## src/design/yc2rgb_pkg.sv

```systemverilog
`default_nettype none
// ============================================================================
// yc2rgb_pkg - shared types and constants of the YCbCr 4:2:2 to RGB converter
// Pixel structs for both stream directions and the fixed constants of the
// BT.601 full-range color matrix.
// ============================================================================
package yc2rgb_pkg;

  // Default fraction bits of the color matrix coefficients.
  localparam int unsigned COEF_FRAC_BITS_DEF = 16;

  // Offset of the chroma samples and top of the output range.
  localparam int unsigned CHROMA_OFFSET = 128;
  localparam int unsigned CHANNEL_MAX   = 255;

  // One input pixel.
  typedef struct packed {
    logic [7:0] luma;
    logic [7:0] chroma_blue;
    logic [7:0] chroma_red;
    logic       row_start;
  } yc_pixel_t;

  // One output pixel, in RGB or BGR order.
  typedef struct packed {
    logic [7:0] first_channel;
    logic [7:0] green_channel;
    logic [7:0] third_channel;
  } rgb_pixel_t;

endpackage : yc2rgb_pkg
`default_nettype wire

```

## src/design/yc2rgb_matrix.sv

```systemverilog
`default_nettype none
// ============================================================================
// yc2rgb_matrix - BT.601 full-range color matrix
// Combinational conversion of one Y/Cb/Cr triple to clamped 8-bit R, G, B
// with fixed-point coefficients, plus the RGB/BGR order select.
// ============================================================================
module yc2rgb_matrix #(
  parameter int unsigned CoefFracBits = yc2rgb_pkg::COEF_FRAC_BITS_DEF
) (
  input  logic [7:0]             luma_i,
  input  logic [7:0]             cb_i,
  input  logic [7:0]             cr_i,
  input  logic                   blue_first_i,
  output yc2rgb_pkg::rgb_pixel_t pixel_o
);
  import yc2rgb_pkg::*;

  // Sums span roughly -300..+500 in whole units: 11 integer bits, signed.
  localparam int unsigned AccW = CoefFracBits + 11;

  localparam longint CoefRL  = ((64'(1402)  << CoefFracBits) + 64'(500))   / 64'(1000);
  localparam longint CoefGbL = ((64'(34414) << CoefFracBits) + 64'(50000)) / 64'(100000);
  localparam longint CoefGrL = ((64'(71414) << CoefFracBits) + 64'(50000)) / 64'(100000);
  localparam longint CoefBL  = ((64'(1772)  << CoefFracBits) + 64'(500))   / 64'(1000);

  localparam logic signed [AccW-1:0] CoefR  = AccW'(CoefRL);
  localparam logic signed [AccW-1:0] CoefGb = AccW'(CoefGbL);
  localparam logic signed [AccW-1:0] CoefGr = AccW'(CoefGrL);
  localparam logic signed [AccW-1:0] CoefB  = AccW'(CoefBL);

  localparam logic [7:0] ChromaOffset = 8'(CHROMA_OFFSET);
  localparam logic [7:0] ChannelMax   = 8'(CHANNEL_MAX);

  logic signed [8:0]      db;
  logic signed [8:0]      dr;
  logic signed [AccW-1:0] db_ext;
  logic signed [AccW-1:0] dr_ext;
  logic signed [AccW-1:0] ys;
  logic signed [AccW-1:0] sum_r;
  logic signed [AccW-1:0] sum_g;
  logic signed [AccW-1:0] sum_b;
  logic [7:0]             red;
  logic [7:0]             green;
  logic [7:0]             blue;

  // Floor to whole units and clamp to 0..255.
  function automatic logic [7:0] floor_clamp(logic signed [AccW-1:0] v);
    logic [10:0] whole;
    whole = v[AccW-1:CoefFracBits];
    if (whole[10]) begin
      floor_clamp = 8'd0;
    end else if (whole[9:8] != 2'b00) begin
      floor_clamp = ChannelMax;
    end else begin
      floor_clamp = whole[7:0];
    end
  endfunction

  assign db     = signed'({1'b0, cb_i}) - signed'({1'b0, ChromaOffset});
  assign dr     = signed'({1'b0, cr_i}) - signed'({1'b0, ChromaOffset});
  assign db_ext = AccW'(db);
  assign dr_ext = AccW'(dr);
  assign ys     = signed'({3'b000, luma_i, {CoefFracBits{1'b0}}});

  assign sum_r = ys + CoefR * dr_ext;
  assign sum_g = ys - CoefGb * db_ext - CoefGr * dr_ext;
  assign sum_b = ys + CoefB * db_ext;

  assign red   = floor_clamp(sum_r);
  assign green = floor_clamp(sum_g);
  assign blue  = floor_clamp(sum_b);

  assign pixel_o.first_channel = blue_first_i ? blue : red;
  assign pixel_o.green_channel = green;
  assign pixel_o.third_channel = blue_first_i ? red : blue;

endmodule : yc2rgb_matrix
`default_nettype wire

```

## src/design/ycbcr422_to_rgb_converter_core.sv

```systemverilog
`default_nettype none
// ============================================================================
// ycbcr422_to_rgb_converter_core - YCbCr 4:2:2 to RGB pixel converter
// Pairs luma with the chroma pair of its column pair and converts each pixel
// to full-range BT.601 RGB (or BGR), one pixel per clock unless stalled.
// ============================================================================
//
//  channel | direction | handshake             | payload
//  --------+-----------+-----------------------+-----------------------------
//  in      | sink      | in_valid_i/in_stall_o | yc_pixel_t  (Y, Cb, Cr, SOL)
//  out     | source    | out_valid_o/out_stall_i | rgb_pixel_t (3 x 8 bit)
//  cfg     | sink      | cfg_valid_i/cfg_ready_o | blue_first (1 bit)
//
//  An accepted pixel lands in the input register; the color matrix converts
//  it and the output register loads it once free, which raises out_valid_o.
//  One pixel per clock is sustained while out_stall_i is low; the two stages
//  advance as a pipeline. in_stall_o rises only while both stages are full
//  and out_stall_i is high. Reset clears the column parity, the held chroma,
//  the order select and all valid flags; no pixel is lost or repeated across
//  stalls.
//
module ycbcr422_to_rgb_converter_core #(
  parameter int unsigned CoefFracBits = yc2rgb_pkg::COEF_FRAC_BITS_DEF
) (
  input  logic                   clk_i,
  input  logic                   rst_ni,
  // pixel request in
  input  logic                   in_valid_i,
  output logic                   in_stall_o,
  input  yc2rgb_pkg::yc_pixel_t  in_data_i,
  // pixel request out
  output logic                   out_valid_o,
  input  logic                   out_stall_i,
  output yc2rgb_pkg::rgb_pixel_t out_data_o,
  // configuration write
  input  logic                   cfg_valid_i,
  output logic                   cfg_ready_o,
  input  logic                   cfg_data_i
);
  import yc2rgb_pkg::*;

  logic       blue_first_q;
  logic       odd_column_q;
  logic [7:0] held_cb_q;
  logic [7:0] held_cr_q;

  logic       s0_valid_q;
  logic [7:0] s0_luma_q;
  logic [7:0] s0_cb_q;
  logic [7:0] s0_cr_q;

  logic       out_valid_q;
  rgb_pixel_t out_data_q;

  logic       out_load;
  logic       in_accept;
  logic       even_column;
  logic [7:0] sel_cb;
  logic [7:0] sel_cr;
  rgb_pixel_t matrix_pixel;

  // Output register is free when empty or being drained this cycle.
  assign out_load   = !out_valid_q || !out_stall_i;
  // Hold the input only when the input register cannot move on.
  assign in_stall_o = s0_valid_q && !out_load;
  assign in_accept  = in_valid_i && !in_stall_o;

  // Row start forces an even column; otherwise the parity alternates.
  assign even_column = in_data_i.row_start || !odd_column_q;
  assign sel_cb      = even_column ? in_data_i.chroma_blue : held_cb_q;
  assign sel_cr      = even_column ? in_data_i.chroma_red  : held_cr_q;

  // Configuration must be written only while idle; the core does not enforce it, so take it every cycle.
  assign cfg_ready_o = 1'b1;

  always_ff @(posedge clk_i or negedge rst_ni) begin
    if (!rst_ni) begin
      blue_first_q <= 1'b0;
    end else if (cfg_valid_i) begin
      blue_first_q <= cfg_data_i;
    end
  end

  // Column parity and held chroma pair advance on every accepted pixel.
  always_ff @(posedge clk_i or negedge rst_ni) begin
    if (!rst_ni) begin
      odd_column_q <= 1'b0;
      held_cb_q    <= 8'd0;
      held_cr_q    <= 8'd0;
    end else if (in_accept) begin
      odd_column_q <= even_column;
      held_cb_q    <= sel_cb;
      held_cr_q    <= sel_cr;
    end
  end

  // Input register: refill whenever it is not stalled.
  always_ff @(posedge clk_i or negedge rst_ni) begin
    if (!rst_ni) begin
      s0_valid_q <= 1'b0;
    end else if (!in_stall_o) begin
      s0_valid_q <= in_valid_i;
    end
  end

  always_ff @(posedge clk_i) begin
    if (in_accept) begin
      s0_luma_q <= in_data_i.luma;
      s0_cb_q   <= sel_cb;
      s0_cr_q   <= sel_cr;
    end
  end

  yc2rgb_matrix #(
    .CoefFracBits(CoefFracBits)
  ) u_matrix (
    .luma_i      (s0_luma_q),
    .cb_i        (s0_cb_q),
    .cr_i        (s0_cr_q),
    .blue_first_i(blue_first_q),
    .pixel_o     (matrix_pixel)
  );

  // Output register: load the converted pixel when free, hold under stall.
  always_ff @(posedge clk_i or negedge rst_ni) begin
    if (!rst_ni) begin
      out_valid_q <= 1'b0;
    end else if (out_load) begin
      out_valid_q <= s0_valid_q;
    end
  end

  always_ff @(posedge clk_i) begin
    if (out_load && s0_valid_q) begin
      out_data_q <= matrix_pixel;
    end
  end

  assign out_valid_o = out_valid_q;
  assign out_data_o  = out_data_q;

endmodule : ycbcr422_to_rgb_converter_core
`default_nettype wire

```

## config.mk

```make
export PLATFORM = sky130hd
export DESIGN_NAME = ycbcr422_to_rgb_converter_core
export DESIGN_NICKNAME = d
export VERILOG_FILES = /design/src/design/yc2rgb_pkg.sv /design/src/design/yc2rgb_matrix.sv /design/src/design/ycbcr422_to_rgb_converter_core.sv
export SDC_FILE = /design/constraint.sdc
export NUM_CORES = 1
export LEC_CHECK = 0
export BUFFER_PORTS_ARGS = -buffer_cell sky130_fd_sc_hd__buf_2
export CORE_UTILIZATION = 60
export DETAILED_ROUTE_END_ITERATION = 10
export PLACE_DENSITY_LB_ADDON = 0.3
export SYNTH_ARGS = -nofsm -noshare
export SYNTH_HDL_FRONTEND = slang
export SYNTH_SLANG_ARGS = --single-unit
```

## constraint.sdc

```tcl
create_clock -name clk_i -period 11 [get_ports clk_i]
set_clock_uncertainty 0.2 [all_clocks]
set_input_delay 1.65 -clock clk_i [delete_from_list [all_inputs] [get_ports clk_i]]
set_output_delay 1.65 -clock clk_i [all_outputs]
set_load 0.005 [all_outputs]
```

## Word-level counts from Yosys, hierarchy flattened

Index checks and enable logic that the tools add are counted.

| word-level totals | value |
|---|---|
| flip-flop bits (word level) | 68 |
| input port bits | 31 |
| word-level logic and storage cells | 44 |

| operators by class | value |
|---|---|
| add/subtract/negate cells | 6 |
| multipliers | 4 |
| multiplexer cells | 9 |
| reduce and logical (&&, ||, !) cells | 13 |

Operator list:

| operator | count |
|---|---|
| two-way mux 8 bit | 9 |
| adder 25 x 27 -> 27 bit | 2 |
| multiplier 18 x 9 -> 27 bit, first input constant | 1 |
| subtractor 25 x 27 -> 27 bit | 1 |
| subtractor 27 bit | 1 |
| multiplier 17 x 9 -> 26 bit, first input constant | 1 |
| multiplier 16 x 9 -> 25 bit, first input constant | 1 |
| multiplier 15 x 9 -> 24 bit, first input constant | 1 |
| subtractor 8 x 8 -> 9 bit, second input constant | 2 |
| nonzero test 2 bit | 3 |
| logical NOT 1 bit | 5 |
| logical AND 1 bit | 3 |
| logical OR 1 bit | 2 |

## Logic depth before layout (Yosys ltp)

Gate-level depths: netlist of the first run.

| depth | value |
|---|---|
| depth after elaboration | 7 |
| mapped depth | 32 |
| depth with buffers taken out | 32 |

## Cells and area by module

From an unflattened synthesis of the first run, not the netlist that was laid out.

| unflattened totals | value |
|---|---|
| cells, all modules | 1189 |
| area total of the unflattened synthesis | 12200.5 µm² |

By module, submodules not included:

| module | instances | cells an instance | area an instance (µm²) | sequential area each (µm²) |
|---|---|---|---|---|
| yc2rgb_matrix | 1 | 1073 | 9735.6 | 0.0 |
| ycbcr422_to_rgb_converter_core | 1 | 116 | 2464.9 | 1941.9 |

## Worst setup path after synthesis of the first run

OpenSTA, ideal clock, no wires.

| timing path | value |
|---|---|
| kind | flip-flop to flip-flop |
| start | reg s0_cr_q[7] |
| end | reg out_data_q (netlist bit out_data_o[15]), data pin |
| library setup time | 0.277 ns |
| arrival time | 7.896 ns |
| slack | 2.627 ns |
| stages on the path, launching flop included | 32 |
| path through | edfxtp_1 -> clkbuf_1 -> clkinv_1 -> ha_1 -> xor2_1 -> ha_1 -> a21o_1 -> fa_1 -> inv_1 -> fa_1 -> inv_1 -> ha_1 -> a21o_1 -> a21oi_1 -> o21bai_1 -> a2111oi_0 -> nor2_1 -> a21o_1 -> a21oi_1 -> xnor2_1 -> fa_1 -> inv_1 -> ha_1 -> a21o_1 -> a21o_1 -> a21o_1 -> a21oi_1 -> nor2b_1 -> a41o_1 -> o311a_1 -> a311oi_2 -> nor3_1 |

| between the ends | value |
|---|---|
| longest elaborated chain between the ends | 5 |

Ends and longest elaborated chain:

| what | RTL line | RTL |
|---|---|---|
| start: declaration | ycbcr422_to_rgb_converter_core.sv:50 | `logic [7:0] s0_cr_q;` |
| start signal: assignment | ycbcr422_to_rgb_converter_core.sv:110 | `s0_cr_q <= sel_cr;` |
| subtractor 8 x 8 -> 9 bit (*) | yc2rgb_matrix.sv:60 | `assign dr = signed'({1'b0, cr_i}) - signed'({1'b0, ChromaOffset});` |
| multiplier 16 x 9 -> 25 bit (*) | yc2rgb_matrix.sv:66 | `assign sum_g = ys - CoefGb * db_ext - CoefGr * dr_ext;` |
| subtractor 27 bit (*) | yc2rgb_matrix.sv:66 |  |
| nonzero test 2 bit | yc2rgb_matrix.sv:52 | `end else if (whole[9:8] != 2'b00) begin` |
| two-way mux 8 bit | yc2rgb_matrix.sv:52 |  |
| end signal: assignment | ycbcr422_to_rgb_converter_core.sv:135 | `out_data_q <= matrix_pixel;` |
| end: declaration | ycbcr422_to_rgb_converter_core.sv:53 | `rgb_pixel_t out_data_q;` |

Mark *: on every way between the ends. The rest lies on a longest branch, timed or not.
A chain may end at the register's enable or synchronous reset.

## Worst setup path after layout of the first run

| timing path | value |
|---|---|
| start | reg s0_cr_q[7] |
| end | reg out_data_q (netlist bit out_data_o[8]), data pin |

Same word-level chain as after synthesis.

==> results.txt, run 1 <==
----------------------------------------------------
[Run status]
  Run status ... completed

[Final layout]
  Share of cells above drive strength 1 ... 0.102
  Total of fill cells in the finished design ... 1658
  Diode count ... 0
  Area added between synthesis and finish ... 7.15%
  Final #Nets ... 1797

[Global routing]
  Maximum number of pins on one net before global-route repair ... 25
  Global-route wire length before repair ... 49400 um
  Overall fraction of global-route tracks in use ... 0.292
  GRT Residual Overflow ... 0
  Antenna violations before repair ... 0
  Via count of the first global-routing pass ... 9858

[Setup path]
  Beginning of the critical path ... s0_cr_q[7]
  Data required, critical path ... 10.85 ns
  Launch instance of the worst register-to-register path ... s0_cr_q[7]
  Minimum setup slack among reg-to-reg paths ... 2.34 ns
  Slowest cell delay on critical path ... 0.88 ns
  Critical Setup Path Class ... reg -> reg
  Crit Path Max Fanout ... 17
  Cell with the biggest individual delay on the critical path ... edfxtp_1
  Critical path endpoint category ... register
  Setup crit end ... out_data_o[8]
  Endpoint arrival time on the critical path ... 8.51 ns
  Capturing point of the worst reg2reg path ... out_data_o[8]
  Path depth of the worst reg2reg path ... 30
  Startpoint kind of the worst setup timing path ... register

[Floorplanning]
  Initial Util ... 0.621
  I/O pins ... 58
  CORE AREA ... 20600 sq um
  Placement row count ... 52
  Die Span X ... 148 um
  Die footprint ... 21900 sq um
  Height of the die ... 148 um

[Timing]
  Final worst-path cycle share ... 0.788
  Summed negative setup slack over all endpoints ... 0 ns
  Max Fclk ... 115 MHz
  Number of setup violations in the final report ... 0
  Least-Margin Pin Slew ... 0.961 ns
  Minimum clock period after layout ... 8.66 ns
  Fin. Hold Viols ... 0
  Max-slew violation count ... 0
  Remaining max-slew budget at the tightest pin ... 0.358
  RSZ-0062 raised after global routing ... no

[CTS]
  TritonCTS clock tree ... yes
  Hold Buf Count CTS ... 0
  Master cell of the clock root buffer ... clkbuf_16
  Latest clock arrival within the worst-skew pair ... 0.35 ns
  Post-CTS setup repair buffer count ... 0
  Worst-path clk slew ... 0.07 ns
  Clock sink count ... 68
  CTS-repair resized insts ... 0
  CTS Buffer Depth ... 2
  H-tree levels ... 3
  Num CTS Buffers ... 9

[Synthesis]
  Post-synth top flop ... edfxtp_1
  Largest area contributor in the netlist ... ha_1
  Count of unique library cells instantiated by Yosys ... 75
  Synth async-reset ratio ... 0.294
  Top-count cell post-synth ... ha_1
  Fraction of the yosys area taken by sequential cells ... 0.152
  Number of warnings reported in the yosys synthesis log ... 0
  Average footprint of a synthesized cell ... 9.83 sq um
  Number of synthesized flops with an enable pin ... 48
  Synth cell count leaders ... ha_1 (297), inv_1 (257), fa_1 (116)
  Post-synthesis register bit count ... 68
  Instance count of the mapped netlist ... 1298
  Most area-consuming cells after synthesis ... ha_1 (29%), fa_1 (18%), edfxtp_1 (11%)
  Top-area cell type share of the netlist area ... 0.291
  Post-Syn Nets ... 1742
  Post-synthesis instance area ... 12800 sq um

[Min path]
  Class of the worst hold path ... reg -> reg
  Start point of the worst min-delay path ... s0_valid_q

[Routing]
  Initial DRC Count ... 552
  Routed via count divided by cell count ... 5.82
  Average wire per standard cell ... 18.3 um
  # DRC ... 0
  DRT Pass-1 Iters ... 5
  Residual antenna-violating net count after detailed routing ... 0
  Detailed Route WL ... 29900 um
  Routed vias ... 9479

[Placed design]
  Weighted congestion reported at the end of routability-driven placement ... 1.02
  Port bufs ... 56
  Half-perimeter wire length after detailed placement ... 25000 um

[Flow run]
  Number of max-capacitance violations reported ... 0

----------------------------------------------------
worst min path at each step:
stage,slack (ns),end,depth (start not counted)
3_5_place_dp,0.28,odd_column_q,2
2_1_floorplan,0.24,odd_column_q,2
4_1_cts,0.29,out_valid_o,1
6_report,0.28,out_valid_o,1
3_3_place_gp,0.26,odd_column_q,2
5_1_grt,0.31,odd_column_q,2
sequential cells by signal, indices dropped and copies added, names as in the netlist:
name and flops:
blue_first_q 1, out_data_o 24, s0_valid_q 1, held_cb_q 8, s0_cb_q 8, out_valid_o 1, s0_cr_q 8, s0_luma_q 8
odd_column_q 1, held_cr_q 8
logic make-up (layout without fill, tap and decap cells):
family	Yosys count	count (layout)	share of synthesized area
buf+inv	274	334	0.0809
other cells	1	1	0.000294
mux	36	36	0.0314
simple gates	185	185	0.0728
compound gates	249	249	0.139
xor+xnor	72	72	0.0505
flops	68	68	0.152
fa+ha+maj	413	413	0.473
critical path: cells and delay by family, from the launching register on:
family | cells | cell delay [ns]
and+or+nand+nor | 2 | 0.24
adders and majority gates | 8 | 2.74
xor gates and xnor gates | 1 | 0.10
DFF | 1 | 0.88
AOI/OAI and AO/OA | 12 | 3.23
buffers and inverters | 7 | 0.95
through the flow:
step / cell area [sq um] / worst slack (ns) / instances / hold WS [ns] / utilization
floorplan: 12800 / 2.63 / 1298 / 0.242 / -
global placement: 13300 / 2.56 / 1612 / 0.259 / 0.649
detailed placement: 13300 / 2.38 / 1612 / 0.278 / 0.649
CTS: 13700 / 2.35 / 1628 / 0.288 / 0.665
global route: 13700 / 1.71 / 1628 / 0.310 / 0.665
finish: 13700 / 2.34 / 1628 / 0.282 / 0.665
final cells by class:
cell class / count / area [sq um] / share of cell area
multi-input combinational: 956 / 9790 / 0.716
sequential: 68 / 1940 / 0.142
clock inverter: 6 / 95.1 / 0.00696
inverter: 258 / 968 / 0.0708
tap: 270 / 338 / 0.0247
clock buffer: 10 / 229 / 0.0167
timing repair buffer: 60 / 310 / 0.0227
placed cells by master, fill, tap and decap left out, types with 4 or more instances in the layout:
cell type / instances
mux2_2: 32
mux2i_1: 4
ha_1: 297
edfxtp_1: 48
xnor2_1: 45
clkbuf_16: 9
nand2_1: 34
and4_1: 4
o211ai_1: 5
nand3_1: 15
a41oi_1: 7
nand4_1: 6
nor2_1: 51
o221ai_1: 5
or2_2: 8
o21a_1: 9
dfrtp_1: 20
and3_1: 6
a21o_1: 28
a21oi_1: 62
a211oi_1: 9
nand2b_1: 8
a31oi_1: 15
fa_1: 116
or3_1: 5
o21bai_1: 8
o21ai_1: 8
a211oi_2: 6
buf_4: 4
nor3_1: 29
inv_1: 257
xor2_1: 26
nor2b_1: 5
o21ai_0: 31
buf_2: 56
per-layer routing:
layer / routed length [um] / vias up / share of wire / global-route usage
li1: - / 4610 / - / -
met1: 13300 / 4582 / 0.45 / 0.379
met2: 14500 / 242 / 0.48 / 0.511
met3: 1450 / 45 / 0.048 / 0.0398
met4: 636 / 0 / 0.021 / 0.0742
met5: 0 / - / 0 / 0
Power of run 1 is not shown: default switching activity piles up to over one toggle a cycle in this logic, so the estimate is an artifact.
==> inputs of run 2 (changes only) <==
--- a/config.mk
+++ b/config.mk
@@ -6,7 +6,7 @@
 export NUM_CORES = 1
 export LEC_CHECK = 0
 export BUFFER_PORTS_ARGS = -buffer_cell sky130_fd_sc_hd__buf_2
-export CORE_UTILIZATION = 60
+export CORE_UTILIZATION = 59
 export DETAILED_ROUTE_END_ITERATION = 10
 export PLACE_DENSITY_LB_ADDON = 0.3
 export SYNTH_ARGS = -nofsm -noshare
==> constraint.sdc (replaced) <==
create_clock -name clk_i -period 7.25 [get_ports clk_i]
set_clock_uncertainty 0.2 [all_clocks]
set_input_delay 1.0875 -clock clk_i [delete_from_list [all_inputs] [get_ports clk_i]]
set_output_delay 1.0875 -clock clk_i [all_outputs]
set_load 0.005 [all_outputs]
==> results.txt, run 2 (synthesis gave the netlist of run 1 again) <==
----------------------------------------------------
[Placed design]
  Half-perimeter wire length after detailed placement ... 24600 um
  Port bufs ... 56
  Weighted congestion reported at the end of routability-driven placement ... 0.934

[Floorplanning]
  I/O pins ... 58
  Die footprint ... 22200 sq um
  Placement row count ... 53
  Initial Util ... 0.605
  CORE AREA ... 21100 sq um
  Die Span X ... 149 um
  Height of the die ... 149 um

[Min path]
  Number of stages on the worst hold path ... 2
  Start point of the worst min-delay path ... odd_column_q
  Worst Hold Endpoint ... odd_column_q
  Class of the worst hold path ... reg -> reg

[CTS]
  Latest clock arrival within the worst-skew pair ... 0.35 ns
  Num CTS Buffers ... 9
  Master cell of the clock root buffer ... clkbuf_16
  TritonCTS clock tree ... yes
  CTS Buffer Depth ... 2
  Worst-path clk slew ... 0.06 ns
  Clock sink count ... 68
  Hold Buf Count CTS ... 0
  H-tree levels ... 3

[Routing]
  Initial DRC Count ... 403
  # DRC ... 0
  Routed via count divided by cell count ... 5.73
  DRT Pass-1 Iters ... 4
  Detailed Route WL ... 29800 um
  Average wire per standard cell ... 17.2 um
  Routed vias ... 9906
  Residual antenna-violating net count after detailed routing ... 0

[Timing]
  Minimum clock period after layout ... 7.34 ns
  Number of setup violations in the final report ... 8
  Max Fclk ... 136 MHz
  Worst Setup Slack, final ... -0.0923 ns
  Least-Margin Pin Slew ... 1.10 ns
  RSZ-0062 raised after global routing ... yes
  Final worst-path cycle share ... 1.01
  Fin. Hold Viols ... 0
  Summed negative setup slack over all endpoints ... -0.424 ns
  Remaining max-slew budget at the tightest pin ... 0.263
  Max-slew violation count ... 0

[Setup path]
  Startpoint kind of the worst setup timing path ... register
  Crit Path Max Fanout ... 5
  Capturing point of the worst reg2reg path ... out_data_o[12]
  Dominant delay contributor by cell family on the critical path ... adder cells
  Endpoint arrival time on the critical path ... 7.20 ns
  Cell with the biggest individual delay on the critical path ... fa_1
  Launch instance of the worst register-to-register path ... s0_cr_q[2]
  Data required, critical path ... 7.11 ns
  Minimum setup slack among reg-to-reg paths ... -0.09 ns
  Slowest cell delay on critical path ... 0.51 ns
  Critical path endpoint category ... register
  Path depth of the worst reg2reg path ... 29
  Critical Setup Path Class ... reg -> reg
  Crit path buffers/inverters ... 7

[Final layout]
  Diode count ... 0
  Area added between synthesis and finish ... 15.8%
  Share of cells above drive strength 1 ... 0.200
  Most common cell after layout, fill and taps aside ... ha_1
  Leading cell types in the layout, fill and taps excluded ... ha_1 (286), inv_1 (254), fa_1 (115)
  Final #Nets ... 1893
  Flip-flop count of the largest register, all copies and words added ... 24

[Global routing]
  GRT Residual Overflow ... 0
  Global-route wire length before repair ... 48700 um
  Antenna violations before repair ... 0
  Overall fraction of global-route tracks in use ... 0.280
  Via count of the first global-routing pass ... 10200
  Maximum number of pins on one net before global-route repair ... 25

[Run status]
  Run status ... finished with violations
  Violations in the final reports ... setup timing

[Flow run]
  Number of max-capacitance violations reported ... 0

----------------------------------------------------
-- run 2: cell count changes in the layout (fill, tap and decap cells not counted), sizes merged --
cell	before	now
clkinv	3	5
buf	60	156
bufinv	2	1
clkbuf	10	11
inv	259	257
-- run 2: routing by layer --
layer	vias up	track usage	wire, um
met4	0	0.115	1040
met2	243	0.486	14500
met1	4810	0.351	12900
met3	59	0.0382	1300
li1	4794	-	-
met5	-	0	0
-- run 2: worst max-delay path by stage --
stage | startpoint | cells past startpoint | slack (ns) | to
finish | s0_cr_q[2] | 29 | -0.09 | out_data_o[12]
global route | s0_cb_q[3] | 29 | -0.40 | out_data_o[10]
CTS | s0_cr_q[0] | 31 | -0.003 | out_data_o[10]
detailed placement | s0_cr_q[2] | 31 | -0.18 | out_data_o[13]
global placement | s0_cr_q[2] | 30 | 0.02 | out_data_o[14]
floorplan | s0_cr_q[2] | 30 | 0.02 | out_data_o[14]
-- run 2: cell type report --
cell class / instances / area [sq um]
Multi-Input combinational cell: 956 / 10100
Inverter: 258 / 981
Clock buffer: 11 / 264
Sequential cell: 68 / 1940
Clock inverter: 5 / 57.6
Tap cell: 275 / 344
Fill cell: 1573 / 6310
Timing Repair Buffer: 156 / 1070
-- run 2: worst register-to-register path, delay by kind of cell, from the launching register on --
kind,cells,cell delay (ns)
adders and majority gates,8,3.06
AOI/OAI and AO/OA,10,1.84
buffers and inverters,7,0.70
and+or+nand+nor,3,0.62
DFF,1,0.46
xor gates and xnor gates,1,0.18
-- run 2: per-stage QoR --
| stage | hold WS [ns] | instances | util | instance area, sq um | setup slack (ns) |
|---|---|---|---|---|---|
| floorplan | 0.242 | 1298 | - | 12900 | 0.0208 |
| global placement | 0.260 | 1680 | 0.661 | 13900 | 0.0215 |
| detailed placement | 0.283 | 1680 | 0.661 | 13900 | -0.175 |
| CTS | 0.300 | 1708 | 0.683 | 14400 | -0.00344 |
| global route | 0.307 | 1729 | 0.701 | 14800 | -0.398 |
| finish | 0.296 | 1729 | 0.701 | 14800 | -0.0923 |
-- run 2: repair_timing --
item / 4_1_cts / 5_1_grt
setup endpoints to repair: 9 / 24
pin swaps: 17 / 22
buffers inserted: 12 / 21
resized for setup: 12 / 47
Power of run 2 is left out for the same reason.
